## config.mk

```make
export PLATFORM = sky130hd
export DESIGN_NAME = box_blur_3x3_clipped
export DESIGN_NICKNAME = d
export VERILOG_FILES = /design/src/hdl/bb3_pkg.sv /design/src/hdl/bb3_line_store.sv /design/src/hdl/bb3_cell.sv /design/src/hdl/bb3_mean.sv /design/src/hdl/bb3_out_queue.sv /design/src/hdl/box_blur_3x3_clipped.sv
export SDC_FILE = /design/constraint.sdc
export NUM_CORES = 2
export LEC_CHECK = 0
export ABC_CLOCK_PERIOD_IN_PS = 9900
export BUFFER_PORTS_ARGS = -buffer_cell sky130_fd_sc_hd__buf_2
export CAP_MARGIN = 20
export CORE_UTILIZATION = 62
export DETAILED_ROUTE_END_ITERATION = 8
export PLACE_DENSITY = 0.8
export RECOVER_POWER = 50
export SLEW_MARGIN = 0
export SYNTH_ARGS = -nofsm -noshare
export SYNTH_HDL_FRONTEND = slang
export SYNTH_SLANG_ARGS = --single-unit
```

## constraint.sdc

```tcl
create_clock -name clk -period 9.9 [get_ports clk]
set_input_delay 0.495 -clock clk [delete_from_list [all_inputs] [get_ports clk]]
set_output_delay 0.495 -clock clk [all_outputs]
set_load 0.01 [all_outputs]
```

## src/hdl/bb3_pkg.sv

```systemverilog
// Shared constants and types for the clipped 3x3 box blur.
package bb3_pkg;

	localparam int MAX_WIDTH  = 128;
	localparam int MAX_HEIGHT = 1024;
	localparam int PIX_W      = 8;

	localparam int COL_W  = $clog2(MAX_WIDTH);
	localparam int ROW_W  = $clog2(MAX_HEIGHT);
	localparam int FW_W   = 8;
	localparam int FH_W   = 11;
	localparam int CFG_IDX_W  = 8;
	localparam int CFG_DATA_W = 11;

	localparam logic [CFG_IDX_W-1:0] REG_FRAME_WIDTH  = CFG_IDX_W'(0);
	localparam logic [CFG_IDX_W-1:0] REG_FRAME_HEIGHT = CFG_IDX_W'(1);

	// column sum of up to 3 pixels, window sum of up to 9
	localparam int CSUM_W = PIX_W + 2;
	localparam int SUM_W  = PIX_W + 4;
	localparam int CNT_W  = 4;

	// divisor counts of a clipped window
	localparam logic [CNT_W-1:0] CNT_ONE   = CNT_W'(1);
	localparam logic [CNT_W-1:0] CNT_TWO   = CNT_W'(2);
	localparam logic [CNT_W-1:0] CNT_THREE = CNT_W'(3);
	localparam logic [CNT_W-1:0] CNT_FOUR  = CNT_W'(4);
	localparam logic [CNT_W-1:0] CNT_SIX   = CNT_W'(6);
	localparam int CNT_NINE = 9;

	// reciprocal multiply, exact for dividends below 2**15
	localparam int RECIP_SHIFT = 16;
	localparam int RECIP_W     = RECIP_SHIFT + 1;
	localparam logic [RECIP_W-1:0] RECIP_ONE   = RECIP_W'(65536);
	localparam logic [RECIP_W-1:0] RECIP_THREE = RECIP_W'(21846);
	localparam logic [RECIP_W-1:0] RECIP_NINE  = RECIP_W'(7282);
	localparam int PROD_W = SUM_W + RECIP_W;

	localparam int NUM_RES = 4;
	localparam int QDEPTH  = 8;
	localparam int QPTR_W  = $clog2(QDEPTH);
	localparam int QCNT_W  = QPTR_W + 1;
	localparam int RES_W   = QCNT_W + 1;

	localparam int TDATA_OUT_W = 32;
	localparam int TDATA_IN_W  = 8;

	typedef struct packed {
		logic [PIX_W-1:0] older;
		logic [PIX_W-1:0] prev;
	} line_word_t;

	// one window column, oldest row first
	typedef struct packed {
		logic [PIX_W-1:0] p0;
		logic [PIX_W-1:0] p1;
		logic [PIX_W-1:0] p2;
	} col_t;

	typedef struct packed {
		logic row0_en;  // row two above is inside the frame
		logic row1_en;  // row above is inside the frame
	} row_mask_t;

	typedef struct packed {
		logic [ROW_W-1:0] row;
		logic [COL_W-1:0] col;
		logic             row0_en;
		logic             row1_en;
		logic             col0_en;
		logic             col1_en;
		logic             bot_en;
		logic             right_en;
		logic             fend;
	} ctrl_t;

	// results caused by one input pixel, row-major order
	typedef struct packed {
		logic [ROW_W-1:0]                row;
		logic [COL_W-1:0]                col;
		logic [NUM_RES-1:0]              mask;
		logic                            fend;
		logic [NUM_RES-1:0][PIX_W-1:0]   pix;
	} bundle_t;

endpackage

```

## src/hdl/bb3_line_store.sv

```systemverilog
// Two-row line store, one word per column, registered read.
module bb3_line_store (
	input  logic                     clk,
	input  logic                     wr_en,
	input  logic [bb3_pkg::COL_W-1:0] wr_addr,
	input  bb3_pkg::line_word_t      wr_data,
	input  logic                     rd_en,
	input  logic [bb3_pkg::COL_W-1:0] rd_addr,
	output bb3_pkg::line_word_t      rd_data
);
	import bb3_pkg::*;

	line_word_t mem_q [MAX_WIDTH];

	always_ff @(posedge clk) begin
		if (wr_en) begin
			mem_q[wr_addr] <= wr_data;
		end
	end

	always_ff @(posedge clk) begin
		if (rd_en) begin
			rd_data <= mem_q[rd_addr];
		end
	end

endmodule

```

## src/hdl/bb3_cell.sv

```systemverilog
// One window column cell: holds three pixels and passes them left on a shift.
module bb3_cell (
	input  logic                       clk,
	input  logic                       arst_n,
	input  logic                       shift,
	input  bb3_pkg::col_t              col_in,
	input  bb3_pkg::row_mask_t         mask,
	output bb3_pkg::col_t              col_out,
	output logic [bb3_pkg::CSUM_W-1:0] top_sum,
	output logic [bb3_pkg::CSUM_W-1:0] bot_sum
);
	import bb3_pkg::*;

	col_t col_q;

	always_ff @(posedge clk or negedge arst_n) begin
		if (!arst_n) begin
			col_q <= '0;
		end else if (shift) begin
			col_q <= col_in;
		end
	end

	assign col_out = col_q;

	// top window spans all three rows, bottom window the lower two
	assign top_sum = (mask.row0_en ? CSUM_W'(col_q.p0) : CSUM_W'(0))
		+ CSUM_W'(col_q.p1) + CSUM_W'(col_q.p2);
	assign bot_sum = (mask.row1_en ? CSUM_W'(col_q.p1) : CSUM_W'(0))
		+ CSUM_W'(col_q.p2);

endmodule

```

## src/hdl/bb3_mean.sv

```systemverilog
// Rounded window mean: divide by the clipped count via reciprocal multiply.
module bb3_mean (
	input  logic                      clk,
	input  logic [bb3_pkg::SUM_W-1:0] sum,
	input  logic [bb3_pkg::CNT_W-1:0] cnt,
	output logic [bb3_pkg::PIX_W-1:0] mean
);
	import bb3_pkg::*;

	logic [SUM_W-1:0]   half_adj;
	logic [SUM_W-1:0]   op;
	logic [RECIP_W-1:0] recip;
	logic [PROD_W-1:0]  prod_s1;

	// (2*sum + n) / (2*n) == (sum + n/2) / n
	assign half_adj = sum + SUM_W'(cnt >> 1);

	always_comb begin
		case (cnt)
			CNT_ONE: begin
				op    = half_adj;
				recip = RECIP_ONE;
			end
			CNT_TWO: begin
				op    = half_adj >> 1;
				recip = RECIP_ONE;
			end
			CNT_THREE: begin
				op    = half_adj;
				recip = RECIP_THREE;
			end
			CNT_FOUR: begin
				op    = half_adj >> 2;
				recip = RECIP_ONE;
			end
			CNT_SIX: begin
				op    = half_adj >> 1;
				recip = RECIP_THREE;
			end
			default: begin
				op    = half_adj;
				recip = RECIP_NINE;
			end
		endcase
	end

	always_ff @(posedge clk) begin
		prod_s1 <= PROD_W'(op) * PROD_W'(recip);
	end

	assign mean = prod_s1[RECIP_SHIFT +: PIX_W];

endmodule

```

## src/hdl/bb3_out_queue.sv

```systemverilog
// Result queue: one entry per input pixel that causes results, drained one result per transaction.
module bb3_out_queue (
	input  logic                        clk,
	input  logic                        arst_n,
	input  logic                        push,
	input  bb3_pkg::bundle_t            push_data,
	output logic [bb3_pkg::QCNT_W-1:0]  count,
	output logic                        m_tvalid,
	input  logic                        m_tready,
	output logic [bb3_pkg::TDATA_OUT_W-1:0] m_tdata,  // pixel_out, out_row, out_col, pad
	output logic                        m_tlast,  // run_last
	output logic                        m_tuser   // frame_end
);
	import bb3_pkg::*;

	bundle_t             mem_q [QDEPTH];
	logic [QPTR_W-1:0]   wr_ptr_q;
	logic [QPTR_W-1:0]   rd_ptr_q;
	logic [QCNT_W-1:0]   count_q;
	logic [NUM_RES-1:0]  done_q;

	bundle_t             head;
	logic [NUM_RES-1:0]  avail;
	logic [NUM_RES-1:0]  sel;
	logic                last;
	logic                pop;
	logic                pop_entry;
	logic [PIX_W-1:0]    pix;
	logic [ROW_W-1:0]    row;
	logic [COL_W-1:0]    col;

	assign head  = mem_q[rd_ptr_q];
	assign avail = head.mask & ~done_q;
	assign sel   = avail & (~avail + NUM_RES'(1));
	assign last  = (avail & ~sel) == '0;

	assign m_tvalid  = count_q != '0;
	assign pop       = m_tvalid && m_tready;
	assign pop_entry = pop && last;
	assign count     = count_q;

	always_comb begin
		case (sel)
			4'b0001: begin
				pix = head.pix[0];
				row = head.row - ROW_W'(1);
				col = head.col - COL_W'(1);
			end
			4'b0010: begin
				pix = head.pix[1];
				row = head.row - ROW_W'(1);
				col = head.col;
			end
			4'b0100: begin
				pix = head.pix[2];
				row = head.row;
				col = head.col - COL_W'(1);
			end
			default: begin
				pix = head.pix[3];
				row = head.row;
				col = head.col;
			end
		endcase
	end

	assign m_tdata = {(TDATA_OUT_W - PIX_W - ROW_W - COL_W)'(0), col, row, pix};
	assign m_tlast = last;
	assign m_tuser = last && head.fend;

	always_ff @(posedge clk) begin
		if (push) begin
			mem_q[wr_ptr_q] <= push_data;
		end
	end

	always_ff @(posedge clk or negedge arst_n) begin
		if (!arst_n) begin
			wr_ptr_q <= '0;
			rd_ptr_q <= '0;
			count_q  <= '0;
			done_q   <= '0;
		end else begin
			if (push) begin
				wr_ptr_q <= wr_ptr_q + QPTR_W'(1);
			end
			if (pop) begin
				if (last) begin
					rd_ptr_q <= rd_ptr_q + QPTR_W'(1);
					done_q   <= '0;
				end else begin
					done_q <= done_q | sel;
				end
			end
			case ({push, pop_entry})
				2'b10:   count_q <= count_q + QCNT_W'(1);
				2'b01:   count_q <= count_q - QCNT_W'(1);
				default: count_q <= count_q;
			endcase
		end
	end

endmodule

```

## src/hdl/box_blur_3x3_clipped.sv

```systemverilog
// Top level of the clipped 3x3 box blur over a raster pixel stream.
//
// Pixels enter on the s_ stream in raster order, one per transaction. Frame
// width and height are written on the cfg_ channel while the block is idle;
// a write to either register restarts the frame at row 0, column 0.
// Each output pixel is the rounded mean of its 3x3 window clipped to the
// frame. It leaves on the m_ stream as soon as its window is complete, so one
// input pixel causes 0 to 4 results; m_tlast marks the last result caused by
// an input pixel and m_tuser the final result of the frame.
// The first result of a pixel passes the line store read, window shift, window
// sums and mean multiply, and is offered once it heads the result queue.
// Throughput: while m_tready is high, one pixel per cycle as long as each pixel
// causes at most one result; the output port moves one result per cycle, so at
// the right edge and on the last row input is held back by the 8-entry result
// queue. s_tready drops when queued plus in-flight pixels would fill that
// queue, so a stalled receiver stalls the input and nothing is lost.
// Reset clears the position, the pipeline and the queue; width and height
// return to 1. Line store contents are not cleared: entries read before being
// written in a frame only fall outside the frame and never reach a result.
module box_blur_3x3_clipped (
	input  logic                              clk,
	input  logic                              arst_n,
	input  logic                              s_tvalid,
	output logic                              s_tready,
	input  logic [bb3_pkg::TDATA_IN_W-1:0]    s_tdata,   // pixel_in
	output logic                              m_tvalid,
	input  logic                              m_tready,
	output logic [bb3_pkg::TDATA_OUT_W-1:0]   m_tdata,   // pixel_out, out_row, out_col, pad
	output logic                              m_tlast,   // run_last
	output logic                              m_tuser,   // frame_end
	input  logic                              cfg_valid,
	output logic                              cfg_ready,
	input  logic [bb3_pkg::CFG_IDX_W-1:0]     cfg_index,
	input  logic [bb3_pkg::CFG_DATA_W-1:0]    cfg_data
);
	import bb3_pkg::*;

	// configuration and position
	logic [FW_W-1:0]  fw_q;
	logic [FH_W-1:0]  fh_q;
	logic [COL_W-1:0] col_q;
	logic [ROW_W-1:0] row_q;
	logic [COL_W-1:0] wm1;
	logic [ROW_W-1:0] hm1;
	logic             cfg_wr;
	logic             cfg_hit;
	logic             s_accept;
	ctrl_t            ctrl_in;

	// pipeline
	logic             v_s1, v_s2, v_s3, v_s4;
	ctrl_t            ctrl_s1, ctrl_s2, ctrl_s3, ctrl_s4;
	logic [PIX_W-1:0] pix_s1;
	logic             fwd_s1;
	line_word_t       fwd_word_s1;
	line_word_t       rd_word;
	line_word_t       eff_word;
	line_word_t       wr_word;
	col_t             new_col;

	col_t              cell_col [3];
	logic [CSUM_W-1:0] top_sum [3];
	logic [CSUM_W-1:0] bot_sum [3];
	row_mask_t         rmask;

	logic [NUM_RES-1:0]            mask_s2;
	logic [NUM_RES-1:0][SUM_W-1:0] sum_s2;
	logic [NUM_RES-1:0][CNT_W-1:0] cnt_s2;
	logic [NUM_RES-1:0][SUM_W-1:0] sum_s3;
	logic [NUM_RES-1:0][CNT_W-1:0] cnt_s3;
	logic [NUM_RES-1:0]            mask_s3;
	logic [NUM_RES-1:0]            mask_s4;
	logic [NUM_RES-1:0][PIX_W-1:0] mean_s4;
	logic [CNT_W-1:0]              rows_top, rows_bot, cols_l, cols_r;

	bundle_t           push_data;
	logic              push;
	logic [QCNT_W-1:0] q_count;
	logic [RES_W-1:0]  reserved;

	// ---------------- configuration ----------------
	assign cfg_ready = 1'b1;
	assign cfg_wr    = cfg_valid && cfg_ready;
	assign cfg_hit   = cfg_wr && (cfg_index == REG_FRAME_WIDTH || cfg_index == REG_FRAME_HEIGHT);

	always_comb begin
		if (fw_q == '0) begin
			wm1 = '0;
		end else if (fw_q > FW_W'(MAX_WIDTH)) begin
			wm1 = COL_W'(MAX_WIDTH - 1);
		end else begin
			wm1 = COL_W'(fw_q - FW_W'(1));
		end
		if (fh_q == '0) begin
			hm1 = '0;
		end else if (fh_q > FH_W'(MAX_HEIGHT)) begin
			hm1 = ROW_W'(MAX_HEIGHT - 1);
		end else begin
			hm1 = ROW_W'(fh_q - FH_W'(1));
		end
	end

	// ---------------- input side ----------------
	assign reserved = RES_W'(q_count) + RES_W'(v_s1) + RES_W'(v_s2)
		+ RES_W'(v_s3) + RES_W'(v_s4);
	assign s_tready = reserved < RES_W'(QDEPTH);
	assign s_accept = s_tvalid && s_tready;

	always_comb begin
		ctrl_in.row      = row_q;
		ctrl_in.col      = col_q;
		ctrl_in.row0_en  = row_q >= ROW_W'(2);
		ctrl_in.row1_en  = row_q != '0;
		ctrl_in.col0_en  = col_q >= COL_W'(2);
		ctrl_in.col1_en  = col_q != '0;
		ctrl_in.bot_en   = row_q == hm1;
		ctrl_in.right_en = col_q == wm1;
		ctrl_in.fend     = (row_q == hm1) && (col_q == wm1);
	end

	always_ff @(posedge clk or negedge arst_n) begin
		if (!arst_n) begin
			fw_q  <= FW_W'(1);
			fh_q  <= FH_W'(1);
			col_q <= '0;
			row_q <= '0;
		end else if (cfg_wr) begin
			if (cfg_index == REG_FRAME_WIDTH) begin
				fw_q <= cfg_data[FW_W-1:0];
			end
			if (cfg_index == REG_FRAME_HEIGHT) begin
				fh_q <= cfg_data[FH_W-1:0];
			end
			if (cfg_hit) begin
				col_q <= '0;
				row_q <= '0;
			end
		end else if (s_accept) begin
			if (col_q == wm1) begin
				col_q <= '0;
				row_q <= (row_q == hm1) ? '0 : row_q + ROW_W'(1);
			end else begin
				col_q <= col_q + COL_W'(1);
			end
		end
	end

	// ---------------- stage 1: line store ----------------
	bb3_line_store u_line_store (
		.clk     (clk),
		.wr_en   (v_s1),
		.wr_addr (ctrl_s1.col),
		.wr_data (wr_word),
		.rd_en   (s_accept),
		.rd_addr (col_q),
		.rd_data (rd_word)
	);

	// back-to-back access of one column (single-column frame) reads the word
	// being written in the same cycle
	assign eff_word    = fwd_s1 ? fwd_word_s1 : rd_word;
	assign wr_word.older = eff_word.prev;
	assign wr_word.prev  = pix_s1;

	assign new_col.p0 = eff_word.older;
	assign new_col.p1 = eff_word.prev;
	assign new_col.p2 = pix_s1;

	always_ff @(posedge clk) begin
		if (s_accept) begin
			pix_s1  <= s_tdata[PIX_W-1:0];
			ctrl_s1 <= ctrl_in;
		end
		fwd_word_s1 <= wr_word;
		ctrl_s2     <= ctrl_s1;
		sum_s3      <= sum_s2;
		cnt_s3      <= cnt_s2;
		ctrl_s3     <= ctrl_s2;
		mask_s3     <= mask_s2;
		ctrl_s4     <= ctrl_s3;
		mask_s4     <= mask_s3;
	end

	always_ff @(posedge clk or negedge arst_n) begin
		if (!arst_n) begin
			v_s1   <= 1'b0;
			v_s2   <= 1'b0;
			v_s3   <= 1'b0;
			v_s4   <= 1'b0;
			fwd_s1 <= 1'b0;
		end else begin
			v_s1   <= s_accept;
			v_s2   <= v_s1;
			v_s3   <= v_s2;
			v_s4   <= v_s3;
			fwd_s1 <= s_accept && v_s1 && (ctrl_s1.col == col_q);
		end
	end

	// ---------------- stage 2: window cells ----------------
	assign rmask.row0_en = ctrl_s2.row0_en;
	assign rmask.row1_en = ctrl_s2.row1_en;

	bb3_cell u_cell2 (
		.clk (clk), .arst_n (arst_n), .shift (v_s1), .col_in (new_col), .mask (rmask),
		.col_out (cell_col[2]), .top_sum (top_sum[2]), .bot_sum (bot_sum[2])
	);
	bb3_cell u_cell1 (
		.clk (clk), .arst_n (arst_n), .shift (v_s1), .col_in (cell_col[2]), .mask (rmask),
		.col_out (cell_col[1]), .top_sum (top_sum[1]), .bot_sum (bot_sum[1])
	);
	bb3_cell u_cell0 (
		.clk (clk), .arst_n (arst_n), .shift (v_s1), .col_in (cell_col[1]), .mask (rmask),
		.col_out (cell_col[0]), .top_sum (top_sum[0]), .bot_sum (bot_sum[0])
	);

	always_comb begin
		rows_top = ctrl_s2.row0_en ? CNT_W'(3) : CNT_W'(2);
		rows_bot = ctrl_s2.row1_en ? CNT_W'(2) : CNT_W'(1);
		cols_l   = ctrl_s2.col0_en ? CNT_W'(3) : CNT_W'(2);
		cols_r   = ctrl_s2.col1_en ? CNT_W'(2) : CNT_W'(1);

		// results in row-major order: upper-left, upper-right, lower-left, lower-right
		sum_s2[0] = (ctrl_s2.col0_en ? SUM_W'(top_sum[0]) : SUM_W'(0))
			+ SUM_W'(top_sum[1]) + SUM_W'(top_sum[2]);
		sum_s2[1] = (ctrl_s2.col1_en ? SUM_W'(top_sum[1]) : SUM_W'(0))
			+ SUM_W'(top_sum[2]);
		sum_s2[2] = (ctrl_s2.col0_en ? SUM_W'(bot_sum[0]) : SUM_W'(0))
			+ SUM_W'(bot_sum[1]) + SUM_W'(bot_sum[2]);
		sum_s2[3] = (ctrl_s2.col1_en ? SUM_W'(bot_sum[1]) : SUM_W'(0))
			+ SUM_W'(bot_sum[2]);

		cnt_s2[0] = CNT_W'(rows_top * cols_l);
		cnt_s2[1] = CNT_W'(rows_top * cols_r);
		cnt_s2[2] = CNT_W'(rows_bot * cols_l);
		cnt_s2[3] = CNT_W'(rows_bot * cols_r);

		mask_s2[0] = ctrl_s2.row1_en && ctrl_s2.col1_en;
		mask_s2[1] = ctrl_s2.row1_en && ctrl_s2.right_en;
		mask_s2[2] = ctrl_s2.bot_en && ctrl_s2.col1_en;
		mask_s2[3] = ctrl_s2.bot_en && ctrl_s2.right_en;
	end

	// ---------------- stage 3/4: means ----------------
	for (genvar i = 0; i < NUM_RES; i++) begin : g_mean
		bb3_mean u_mean (
			.clk  (clk),
			.sum  (sum_s3[i]),
			.cnt  (cnt_s3[i]),
			.mean (mean_s4[i])
		);
	end

	always_comb begin
		push_data.row  = ctrl_s4.row;
		push_data.col  = ctrl_s4.col;
		push_data.mask = mask_s4;
		push_data.fend = ctrl_s4.fend;
		push_data.pix  = mean_s4;
	end

	assign push = v_s4 && (mask_s4 != '0);

	bb3_out_queue u_out_queue (
		.clk       (clk),
		.arst_n    (arst_n),
		.push      (push),
		.push_data (push_data),
		.count     (q_count),
		.m_tvalid  (m_tvalid),
		.m_tready  (m_tready),
		.m_tdata   (m_tdata),
		.m_tlast   (m_tlast),
		.m_tuser   (m_tuser)
	);

endmodule
```

==> metrics.cfg <==
[setup_path]
cp_data_required_time_ps = 10380
rr_worst_depth = 6
cp_slowest_cell = clkbuf_1
path_class = reg2reg
cp.depth = 6
path_buf_inv = 1
setup.worst_path.end_class = register
critPathLaunchType = register
cp_top_family = buffers and inverters
arrival_ps = 8970
crit_chain = clkbuf_1, o221ai_1, a221oi_1, a21oi_1, a211oi_1, a21oi_1
path_max_fanout = 77
cp_common_cell = a21oi_1
worst_path_largest_cell_delay_ps = 3750

[finish]
fin_area_sq_um = 140000
seqCellArea_sq_um = 82600
fillCellCount = 12200
finalNetCount = 8380
multi_input_area_sq_um = 40100
areaGrowthSynthToFinish_pct = 10.7
layout-drive-gt1-share = 0.181

[status]
violations = max-capacitance violations, max-slew violations
status = complete, but fails checks

[grt]
grt_max_degree = 140
grt_first_pass_wirelength_um = 470000
track_usage = 0.315
grt_pass1_vias = 71500
antenna_found_initial = 10
overflow = 0

[floorplanning]
io_pins = 69
core_area_sq_um = 202000
die_h_um = 453
initial_utilization = 0.624
dieArea_sq_um = 206000
die_w_um = 453
rows = 165

[synthesis]
synth_top_cell_by_area = edfxtp_1
synthTopCellsByArea = edfxtp_1, mux4_2, fa_1
yosys_warnings = 0
avgSynthCellArea_sq_um = 17.2
synth_edf_count = 2528
synthTopCellsByCount = edfxtp_1, mux4_2, inv_1, nor2_1, ha_1
synth.distinct_cells = 96
synth_area_sq_um = 126000
yosys.cell_count.top_type = edfxtp_1
synth-seq-area-share = 0.654
async_reset_ff_frac = 0.0449
synthFlopType = edfxtp_1
synth_seq_cells = 2829
synth_top_area_share = 0.601
synthCells = 7325

[sta]
rsz0062_at_grt = no
period_needed_ps = 8490
hold_violations = 0
setup_viol = 0
fin_crit_sh = 0.858
tns_ps = 0
drv_slew = 3003
fin_skew_ps = 95.4
tightest_slew_ps = 5350
setup_slack_ps = 1410
maxSlewHeadroom = -2.56
whs_ps = 22.1
clock.fmax_ghz = 0.118

[routing]
ant_nets = 0
via_per_inst = 6.62
routed_wl_um = 322000
drt_first_pass_iters = 8
drt-wirelength-per-cell_um = 30.7
drc = 0
vias = 69500
drt_iter0_drc = 8836

[clocking]
cts.htree.levels = 5
tritoncts = yes
numCtsBuffers = 296
clk_path_buf_depth = 4
cts_root_buf = clkbuf_16
clk_pin_slew_ps = 60
cts_resized = 0
clk_latency_ps = 960
cts_sinks = 2829
postCtsSetupBuffers = 0

[min_path]
holdPathStages = 2
min_path_type = in2reg

[placement]
dpl_worst_slack_ps = 2100
dp_hpwl_um = 187000
postPlaceCellArea_sq_um = 130000
gp_congestion = 0.875
numPortBuffers = 60

[run]
drv_cap = 53

-- flip-flops by register name (all words and copies together), names as in the netlist, 8 cells and up --
| signal | flops |
|---|---|
| cnt_s3 | 14 |
| ctrl_s1 | 24 |
| ctrl_s2 | 24 |
| ctrl_s3 | 18 |
| ctrl_s4 | 18 |
| fh_q | 11 |
| fw_q | 8 |
| fwd_word_s1 | 16 |
| g_mean.u_mean.prod_s1 | 32 |
| pix_s1 | 8 |
| row_q | 10 |
| sum_s3 | 44 |
| u_cell0.col_out | 24 |
| u_cell1.col_out | 24 |
| u_cell2.col_out | 24 |
| u_line_store.mem_q | 2048 |
| u_line_store.rd_data | 16 |
| u_out_queue.mem_q | 432 |
-- kinds of logic (layout without fill, tap and decap cells) --
family                     after synthesis  in the layout  share of synthesized area
other                                    2             14                  0.0000595
muxes                                  920            920                      0.137
buffers and inverters                  944           1438                     0.0297
and+or+nand+nor                       1041           1041                     0.0380
DFF                                   2829           2829                      0.654
xor gates and xnor gates               205            205                     0.0142
adders and majority gates              736            736                     0.0925
AOI/OAI and AO/OA                      648            648                     0.0349
-- final cells by class --
type	count	area share
inverter	633	0.0170
clock inverter	119	0.00939
timing repair buffer	294	0.0142
antenna	3	0.0000537
sequential	2829	0.591
clock buffer	392	0.0579
tap	2672	0.0239
multi-input combinational	3561	0.287
-- stage by stage --
step / utilization / instances
after global placement: 0.645 / 9966
after floorplan: - / 7334
after global routing: 0.691 / 10500
after CTS: 0.692 / 10500
after detailed placement: 0.645 / 9967
final: 0.691 / 10500
-- what timing repair did --
item                       in CTS  in global routing
setup endpoints to repair       0                  0
hold buffers                   19                  0
hold endpoints to repair       90                  0
-- cells in the final DEF, fill, tap and decap left out, drive strengths merged, types with 181 or more instances in the layout --
cell type / instances
nand2: 214
clkbuf: 440
mux2i: 181
edfxtp: 2528
fa: 330
buf: 227
mux4: 635
inv: 639
nor2: 474
ha: 403
-- per-layer routing --
metal,global-route usage,routed length [um],vias to the layer above
met3,0.0574,32200,896
met1,0.414,115000,35300
met2,0.518,158000,4859
met5,0,60,-
met4,0.143,16600,8
li1,-,-,28500
-- worst paths after layout --
path	from	to	slack (ps)
worst max-delay path	col_q[4]	u_line_store.rd_data[14]	1410
worst min-delay path	cfg_data[9]	fh_q[9]	20
worst max register to register	col_q[4]	u_line_store.rd_data[14]	1410
worst min register to register	ctrl_s2[9]	ctrl_s3[9]	300
max in group asynchronous	arst_n	col_q[0]	3120
min in group asynchronous	arst_n	u_out_queue.done_q[0]	1560
Power is not shown: default switching activity piles up to over one toggle a cycle in this logic, so the estimate is an artifact.
